[config.mk]
export PLATFORM = sky130hd
export DESIGN_NAME = csa_cell
export DESIGN_NICKNAME = d
export VERILOG_FILES = /design/src/rtl/core/csa_pkg.sv /design/src/rtl/core/csa_cell.sv
export SDC_FILE = /design/constraint.sdc
export NUM_CORES = 1
export LEC_CHECK = 0
export ABC_AREA = 1
export BUFFER_PORTS_ARGS = -buffer_cell sky130_fd_sc_hd__clkbuf_2
export CAP_MARGIN = 10
export CORE_MARGIN = 5
export CORE_UTILIZATION = 50
export DETAILED_ROUTE_END_ITERATION = 10
export PLACE_DENSITY = 0.71
export SYNTH_ARGS = -nofsm -noshare
export SYNTH_HDL_FRONTEND = slang
export SYNTH_SLANG_ARGS = --single-unit
[constraint.sdc]
create_clock -name i_clk -period 5.05 [get_ports i_clk]
set_input_delay 0.2525 -clock i_clk [delete_from_list [all_inputs] [get_ports i_clk]]
set_output_delay 0.2525 -clock i_clk [all_outputs]
set_load 0.02 [all_outputs]
[src/rtl/core/csa_pkg.sv]
`default_nettype none
package csa_pkg;

    localparam int CSA_DATA_WIDTH = 64;
    localparam int FIELD_W        = 64;

    localparam logic [2:0] OP_ADD = 3'd0;
    localparam logic [2:0] OP_SUB = 3'd1;
    localparam logic [2:0] OP_MUL = 3'd2;
    localparam logic [2:0] OP_DIV = 3'd3;
    localparam logic [2:0] OP_MOD = 3'd4;

    localparam logic [2:0] ST_OK   = 3'd0;
    localparam logic [2:0] ST_OVF  = 3'd1;
    localparam logic [2:0] ST_UDF  = 3'd2;
    localparam logic [2:0] ST_DIV0 = 3'd3;
    localparam logic [2:0] ST_NMOD = 3'd4;

    localparam logic [1:0] PREC_NONE = 2'd0;
    localparam logic [1:0] PREC_MUL  = 2'd1;
    localparam logic [1:0] PREC_ADD  = 2'd2;

    // control that travels along the pipeline with each item
    typedef struct packed {
        logic       valid;
        logic [2:0] op;
        logic [2:0] st;
        logic       a_neg;
        logic       b_neg;
    } t_ctl;

endpackage
`default_nettype wire

[src/rtl/core/csa_cell.sv]
`default_nettype none
module csa_cell
    import csa_pkg::*;
#(
    parameter int W = CSA_DATA_WIDTH
) (
    input  wire logic           i_clk,
    input  wire logic           i_rst_n,
    input  wire logic           i_en,
    input  wire t_ctl           i_ctl,
    input  wire logic [W:0]     i_hi,
    input  wire logic [W-1:0]   i_lo,
    input  wire logic [W-1:0]   i_x,
    output t_ctl                o_ctl,
    output logic      [W:0]     o_hi,
    output logic      [W-1:0]   o_lo,
    output logic      [W-1:0]   o_x
);
    t_ctl         r_ctl;
    logic [W:0]   r_hi, n_hi, s, t;
    logic [W-1:0] r_lo, n_lo, r_x;
    logic         ge;

    // multiply: shift-add, one multiplier bit per cell, LSB first
    // divide: restoring step, one quotient bit per cell, MSB first
    always_comb begin
        s  = i_hi + (i_lo[0] ? {1'b0, i_x} : '0);
        t  = {i_hi[W-1:0], i_lo[W-1]};
        ge = (t >= {1'b0, i_x});
        n_hi = i_hi;
        n_lo = i_lo;
        case (i_ctl.op)
            OP_MUL: begin
                n_hi = {1'b0, s[W:1]};
                n_lo = {s[0], i_lo[W-1:1]};
            end
            OP_DIV, OP_MOD: begin
                n_hi = ge ? (t - {1'b0, i_x}) : t;
                n_lo = {i_lo[W-2:0], ge};
            end
            default: begin
                n_hi = i_hi;
            end
        endcase
    end

    always_ff @(posedge i_clk) begin
        if (!i_rst_n) begin
            r_ctl.valid <= 1'b0;
        end else if (i_en) begin
            r_ctl.valid <= i_ctl.valid;
        end
        if (i_en) begin
            r_ctl.op    <= i_ctl.op;
            r_ctl.st    <= i_ctl.st;
            r_ctl.a_neg <= i_ctl.a_neg;
            r_ctl.b_neg <= i_ctl.b_neg;
            r_hi        <= n_hi;
            r_lo        <= n_lo;
            r_x         <= i_x;
        end
    end

    assign o_ctl = r_ctl;
    assign o_hi  = r_hi;
    assign o_lo  = r_lo;
    assign o_x   = r_x;
endmodule
`default_nettype wire

==> run metrics, run 1 <==
outcome=completed; mux cell area share after synthesis=0; Crit Reg-Reg Startpoint=o_ctl[8]$_SDFFE_PN0P_; wire length per cell=21.0 µm; wire length on met2=40400 µm; first-pass GRT wire length=137000 µm; area added between synthesis and finish=19.3%; post-route ant nets=0; Vias/cell=5.50; Num CTS Buffers=25; die area=0.0466 mm²; largest family of logic cells by synthesized area=simple AND/OR/NAND/NOR gates; DP HPWL=76900 µm; syn avg cell area=6.17 µm²; Power Dens Cells=251 mW/mm²; WL met3=10700 µm; CP Max Fanout=84; Synth warnings=0; Crit path depth=16; RSZ-0062 raised after global routing=no; Port Buffer Count=406; Post-Synth Adder-Cell Area=0.0774; share of layout cells above drive strength 1=0.137; #FFs+latches synth=202; hold path cells=3; Final Power=0.00634 W; register area share after synthesis=0.286; Fillers=4277; Post-synth EDFFs=201; core box area=0.0419 mm²; Leakage=14.2 nW; GRT Total Usage=0.382; Unique masters post-synth=47; most frequent cells in the layout=nand2_1 (1279), inv_1 (702), clkbuf_2 (405), nor2_1 (257), nand3_1 (212); Hold Crit Class=in -> reg; period utilisation layout=0.712; global route overflow=0; max incr delay on CP=0.55 ns; slowest cell on the critical path=dlygate4sd3_1; Max Fclk=278 MHz; post-synthesis simple-gate area fraction=0.366; Worst setup EP type=register; maximum root-to-sink buffer count=3; cell mode on critical path=nand2_1; CP bufs+invs=4; GP Congestion=1.07; Worst-path clk slew=0.06 ns; worst hold start=i_lo[48]; total negative slack=0 ns; Primary FF master, synth=edfxtp_1; Post-Syn Area=0.0212 mm²; routed vias=24.5k; Post-CTS Resized=0; DRC Markers=0; syn_nets=3773; Final Hold Vio Count=0; CTS H-tree lvls=1; Cells after Synth=3438; Sink Count=202; most common cell after layout, fill and taps aside=nand2_1; post-synthesis xor/xnor area fraction=0.0153; initial antenna violation count=0; worst path arrival time=3.87 ns; Die H=216 µm; # diodes=0; CP Class=in -> reg; worst-skew pair later-pin latency=0.56 ns; I/O Pins=407; final setup vio count=0; placed cell count=4337; vias in the first global route=22.7k; max-cap violations=0; Pre-Repair DR Iteration Count=6; delay-heaviest family, CP=simple AND/OR/NAND/NOR gates; CTS root buf=clkbuf_16; post-synthesis compound-gate area fraction=0.115; Rel. slew slack=0.294; highest metal used=met4; Metal-1 WL=37800 µm; fin nets=4232; post-synth top area share=0.285; pin count of the biggest net entering global routing=109; Startpoint Class=primary input; Slew @ Worst Pin=1.06 ns; min Tclk post-route=3.59 ns; cell taking the most area after synthesis=edfxtp_1; worst reg2reg path depth=3; crit-path cells=dlygate4sd3_1 > clkbuf_2 > inv_1 > ha_1 > a21oi_1 > nand2_1 > nand2_1 > nand2_1 > a21oi_1 > nand2_1 > nor2_4 > nand2_8 > inv_2 > nand2_1 > nand3_1 > nand2_1; Synth area leaders=edfxtp_1 (28%), nand2_1 (23%), inv_1 (12%); Initial DRC Count=3022; FFs w/ async S/R, synth=0; CP startpoint=i_x[52]; Layout Skew=0 ns; # rows=75; Routed WL=93400 µm; Initial Util=0.506; pins over their slew limit=0; CTS tree=done; worst vdd ir=0.000265 V; Die W=216 µm; fin cells=4452; worst path required time=5.33 ns
==> layout make-up <==
type	count	area [µm²]	share of cell area
clock buffer	30	664	0.0263
sequential	202	6060	0.239
tap	539	674	0.0267
clock inverter	13	131	0.00519
inverter	721	2710	0.107
timing repair buffer	492	2880	0.114
multi-input combinational	2455	12200	0.481
==> layer usage <==
| layer | vias to the layer above | track usage |
|---|---|---|
| met5 | - | 0 |
| met4 | 0 | 0.149 |
| met3 | 225 | 0.0858 |
| met2 | 1386 | 0.601 |
| met1 | 11145 | 0.515 |
| li1 | 11738 | - |
==> worst register-to-register path, cell delays in order (launching register included) <==
cell	delay, ns
dfxtp_1	0.30
o21ai_0	0.17
a21oi_1	0.06
dlygate4sd3_1	0.59
==> kinds of logic after synthesis <==
kind of cell               Yosys count
DFF                                202
xor gates and xnor gates            37
AOI/OAI and AO/OA                  401
adders and majority gates          130
and+or+nand+nor                   1887
buffers and inverters              781
==> Yosys cell counts (3+ instances only) <==
master / instances
buf_2: 14
buf_4: 3
a22oi_1: 33
nand3b_1: 22
o211ai_1: 3
nor3_1: 28
or2_2: 7
nand2_1: 1279
o21ai_0: 112
clkbuf_1: 34
ha_1: 128
a31oi_1: 3
nand2_2: 14
inv_1: 702
nand4_1: 27
a21o_1: 3
xnor2_1: 37
inv_2: 19
buf_1: 7
edfxtp_1: 201
o221ai_1: 31
o21bai_1: 49
nand3_1: 212
nor2_1: 259
nor4_1: 4
and2_1: 3
a21oi_1: 150
o211ai_2: 9
nor2_2: 12
nor2_4: 9
==> state kept, by name, indices dropped and copies added (netlist names) <==
| register | flops |
|---|---|
| o_lo | 64 |
| o_hi | 65 |
| o_ctl | 9 |
| o_x | 64 |
==> final timing paths <==
path	slack (ns)	end
worst max register to register	3.82	o_ctl[8]$_SDFFE_PN0P_
worst min register to register	1.09	o_ctl[8]$_SDFFE_PN0P_
worst max-delay path	1.46	o_hi[40]$_DFFE_PP_
worst min-delay path	0.02	o_lo[48]$_DFFE_PP_
==> timing repair <==
item,CTS,global route
setup buffers,0,0
hold buffers,71,1
hold endpoints to repair,70,1
==> per-stage QoR <==
step | area (µm²) | util | setup WS [ns] | hold slack, ns
after floorplan | 21200 | - | 2.26 | 0.346
after global placement | 23800 | 0.567 | 1.26 | 0.430
after detailed placement | 23800 | 0.567 | 1.25 | 0.432
after CTS | 25300 | 0.603 | 1.55 | 0.000444
after global routing | 25300 | 0.603 | 1.23 | 0.0122
final | 25300 | 0.603 | 1.46 | 0.0175
==> power by group <==
group | switching, W | internal [W]
sequential | 0.0000623 | 0.00206
clock | 0.000774 | 0.00104
combinational | 0.00167 | 0.000738
Power figures use the tool's default switching activity.
==> run 2: changes to the inputs <==
--- a/config.mk
+++ b/config.mk
@@ -11,7 +11,7 @@
 export CORE_MARGIN = 5
 export CORE_UTILIZATION = 50
 export DETAILED_ROUTE_END_ITERATION = 10
-export PLACE_DENSITY = 0.71
+export PLACE_DENSITY = 0.74
 export SYNTH_ARGS = -nofsm -noshare
 export SYNTH_HDL_FRONTEND = slang
 export SYNTH_SLANG_ARGS = --single-unit
==> constraint.sdc (replaced) <==
create_clock -name i_clk -period 3.2 [get_ports i_clk]
set_input_delay 0.16 -clock i_clk [delete_from_list [all_inputs] [get_ports i_clk]]
set_output_delay 0.16 -clock i_clk [all_outputs]
set_load 0.02 [all_outputs]
==> run 2 against run 1 <==
Utilization rose by 3.8 points; count of clock-buffer cells in the layout fell by 1; power rose by 65%; non-clock buffer count grew 173; clock skew unchanged; critical path depth up 1; largest power group unchanged; highest routed layer is now met5.
==> run metrics, run 2 (synthesized netlist as in run 1, its figures left out) <==
outcome=completed; cell mode on critical path=nand2_1; Rel. slew slack=0.555 (+0.261); CTS H-tree lvls=1 (unchanged); initial antenna violation count=5 (+5); Sequential Power Share=0.322 (-0.012); Leakage=15.1 nW (+6.0%); share of layout cells above drive strength 1=0.159 (+0.0219); routed vias=25.7k (+5.0%); fin cells=4626 (+3.9%); max incr delay on CP=0.53 ns (-0.02 ns); Startpoint Class=primary input; maximum root-to-sink buffer count=3 (unchanged); reg2reg setup slack=1.89 ns (-1.93 ns); CP Class=in -> reg; slowest cell on the critical path=dlygate4sd3_1; CTS tree=done; wire length per cell=21.6 µm (+2.9%); worst vdd ir=0.000396 V (+49%); pins over their slew limit=0 (unchanged); global route overflow=0 (unchanged); worst-skew pair later-pin latency=0.55 ns (about the same); DRC Markers=0 (unchanged); Layout Skew=0 ns (unchanged); # rows=75 (unchanged); RSZ-0062 raised after global routing=no; min Tclk post-route=3.05 ns; Setup WS post-layout=0.147 ns (-1.31 ns); GRT Total Usage=0.407 (+0.0248); Routed WL=99900 µm (+6.9%); Port Buffer Count=406 (unchanged); max reg flops=65 (unchanged); crit path to=o_hi[26]$_DFFE_PP_; I/O Pins=407 (unchanged); Final Hold Vio Count=0 (unchanged); clock share of power=0.281 (-0.004); Crit Reg-Reg Startpoint=o_ctl[8]$_SDFFE_PN0P_; CP startpoint=i_x[8]; Comb pwr share=0.397 (+0.017); placed cell count=4451 (+2.6%); CP Max Fanout=4 (-95%); most frequent cells in the layout=nand2_1 (1278), inv_1 (702), clkbuf_2 (405), nor2_1 (257), nand3_1 (211); Vias/cell=5.56 (+1.1%); Slew @ Worst Pin=0.660 ns (-0.399 ns); max-cap violations=0 (unchanged); Area after DPL=0.0247 mm² (+4.1%); reg-to-reg critical path endpoint=o_ctl[8]$_SDFFE_PN0P_; DP HPWL=79300 µm (+3.1%); Worst-path clk slew=0.06 ns (about the same); Num CTS Buffers=24 (-4.0%); CTS root buf=clkbuf_16; worst path required time=3.52 ns (-1.81 ns); final setup vio count=0 (unchanged); total negative slack=0 ns (unchanged); most common cell after layout, fill and taps aside=nand2_1; first-pass GRT wire length=147000 µm (+6.9%); period utilisation layout=0.954; GP Congestion=1.13 (+5.8%); worst reg2reg path depth=3 (unchanged); pin count of the biggest net entering global routing=98 (-10%); Initial DRC Count=3568 (+18%); area added between synthesis and finish=26.7%; Hold Crit Class=in -> reg; worst slack, placed=0.205 ns (-1.04 ns); post-route cell area=0.0269 mm² (+6.3%); Switching Power=0.00412 W (+64%); fin nets=4404 (+4.1%); die area=0.0466 mm² (unchanged); Pre-Repair DR Iteration Count=7 (+1); switching share of power=0.393 (-0.00274); Die W=216 µm (unchanged); worst path arrival time=3.37 ns (-0.50 ns); Die H=216 µm (unchanged); post-route ant nets=0 (unchanged); Sink Count=202 (unchanged); Initial Util=0.506 (unchanged); P_int=0.00636 W (+66%); vias in the first global route=24.5k (+8.3%); worst hold start=i_lo[15]; Power Dens Cells=390 mW/mm² (+55%); crit-path cells=dlygate4sd3_1 > clkbuf_2 > inv_1 > ha_1 > nand2_1 > inv_1 > nand2_1 > nand2_1 > inv_1 > nand3_2 > nand2_1 > nand3b_1 > buf_4 > xnor2_1 > a21oi_1 > nand2_1 > nand2_1; Worst setup EP type=register; core box area=0.0419 mm² (unchanged); Max Fclk=328 MHz
## run 2: timing repair
action                     4_1_cts  5_1_grt
setup buffers                    0        1
resized for setup                0        2
hold buffers                   130        0
setup endpoints to repair        0       11
hold endpoints to repair       135        0
## run 2: routing by layer
layer | up-vias | wire length, µm | share of wire | global-route usage
li1 | 12068 | - | - | -
met1 | 11618 | 38300 | 0.38 | 0.531
met2 | 1708 | 43100 | 0.43 | 0.640
met3 | 324 | 12500 | 0.13 | 0.0952
met4 | 2 | 5900 | 0.059 | 0.195
met5 | - | 8 | 0.000080 | 0
## run 2: power groups by stage
stage,clock (W),sequential [W],combinational [W]
6_report,0.00294,0.00337,0.00415
5_1_grt,0.00305,0.00339,0.00444
4_1_cts,0.00293,0.00336,0.00399
3_5_place_dp,0,0.00341,0.00383
3_3_place_gp,0,0.00340,0.00382
2_1_floorplan,0,0.00373,0.00192
## run 2: worst max-delay path, delay by kind of cell
kind | cells | cell delay, ns
buffers and inverters | 6 | 1.22
and+or+nand+nor | 8 | 1.20
adders and majority gates | 1 | 0.34
xor gates and xnor gates | 1 | 0.32
AOI/OAI and AO/OA | 1 | 0.11
## run 2: stage by stage
step            util  hold WS, ns  power (W)
2_1_floorplan      -        0.253    0.00565
3_3_place_gp   0.590        0.337    0.00723
3_5_place_dp   0.590        0.339    0.00724
4_1_cts        0.640    0.0000265     0.0103
5_1_grt        0.641       0.0246     0.0109
6_report       0.641       0.0153     0.0105
## run 2: final cells by class
class | count | area (µm²)
antenna | 3 | 7.51
inverter | 721 | 2710
multi-input combinational | 2455 | 12200
clock buffer | 29 | 641
clock inverter | 12 | 166
fill | 3976 | 15100
timing repair buffer | 665 | 4440
sequential | 202 | 6060
tap | 539 | 674
## run 2: how the worst min path moves through the flow
stage                     cells after the start               endpoint  slack (ns)
after floorplan                               1  o_ctl[8]$_SDFFE_PN0P_        0.25
after global placement                        1     o_ctl[3]$_DFFE_PP_        0.34
after detailed placement                      1     o_ctl[1]$_DFFE_PP_        0.34
after CTS                                     3      o_hi[6]$_DFFE_PP_     0.00003
after global routing                          3     o_lo[35]$_DFFE_PP_        0.02
final                                         3     o_lo[15]$_DFFE_PP_        0.02
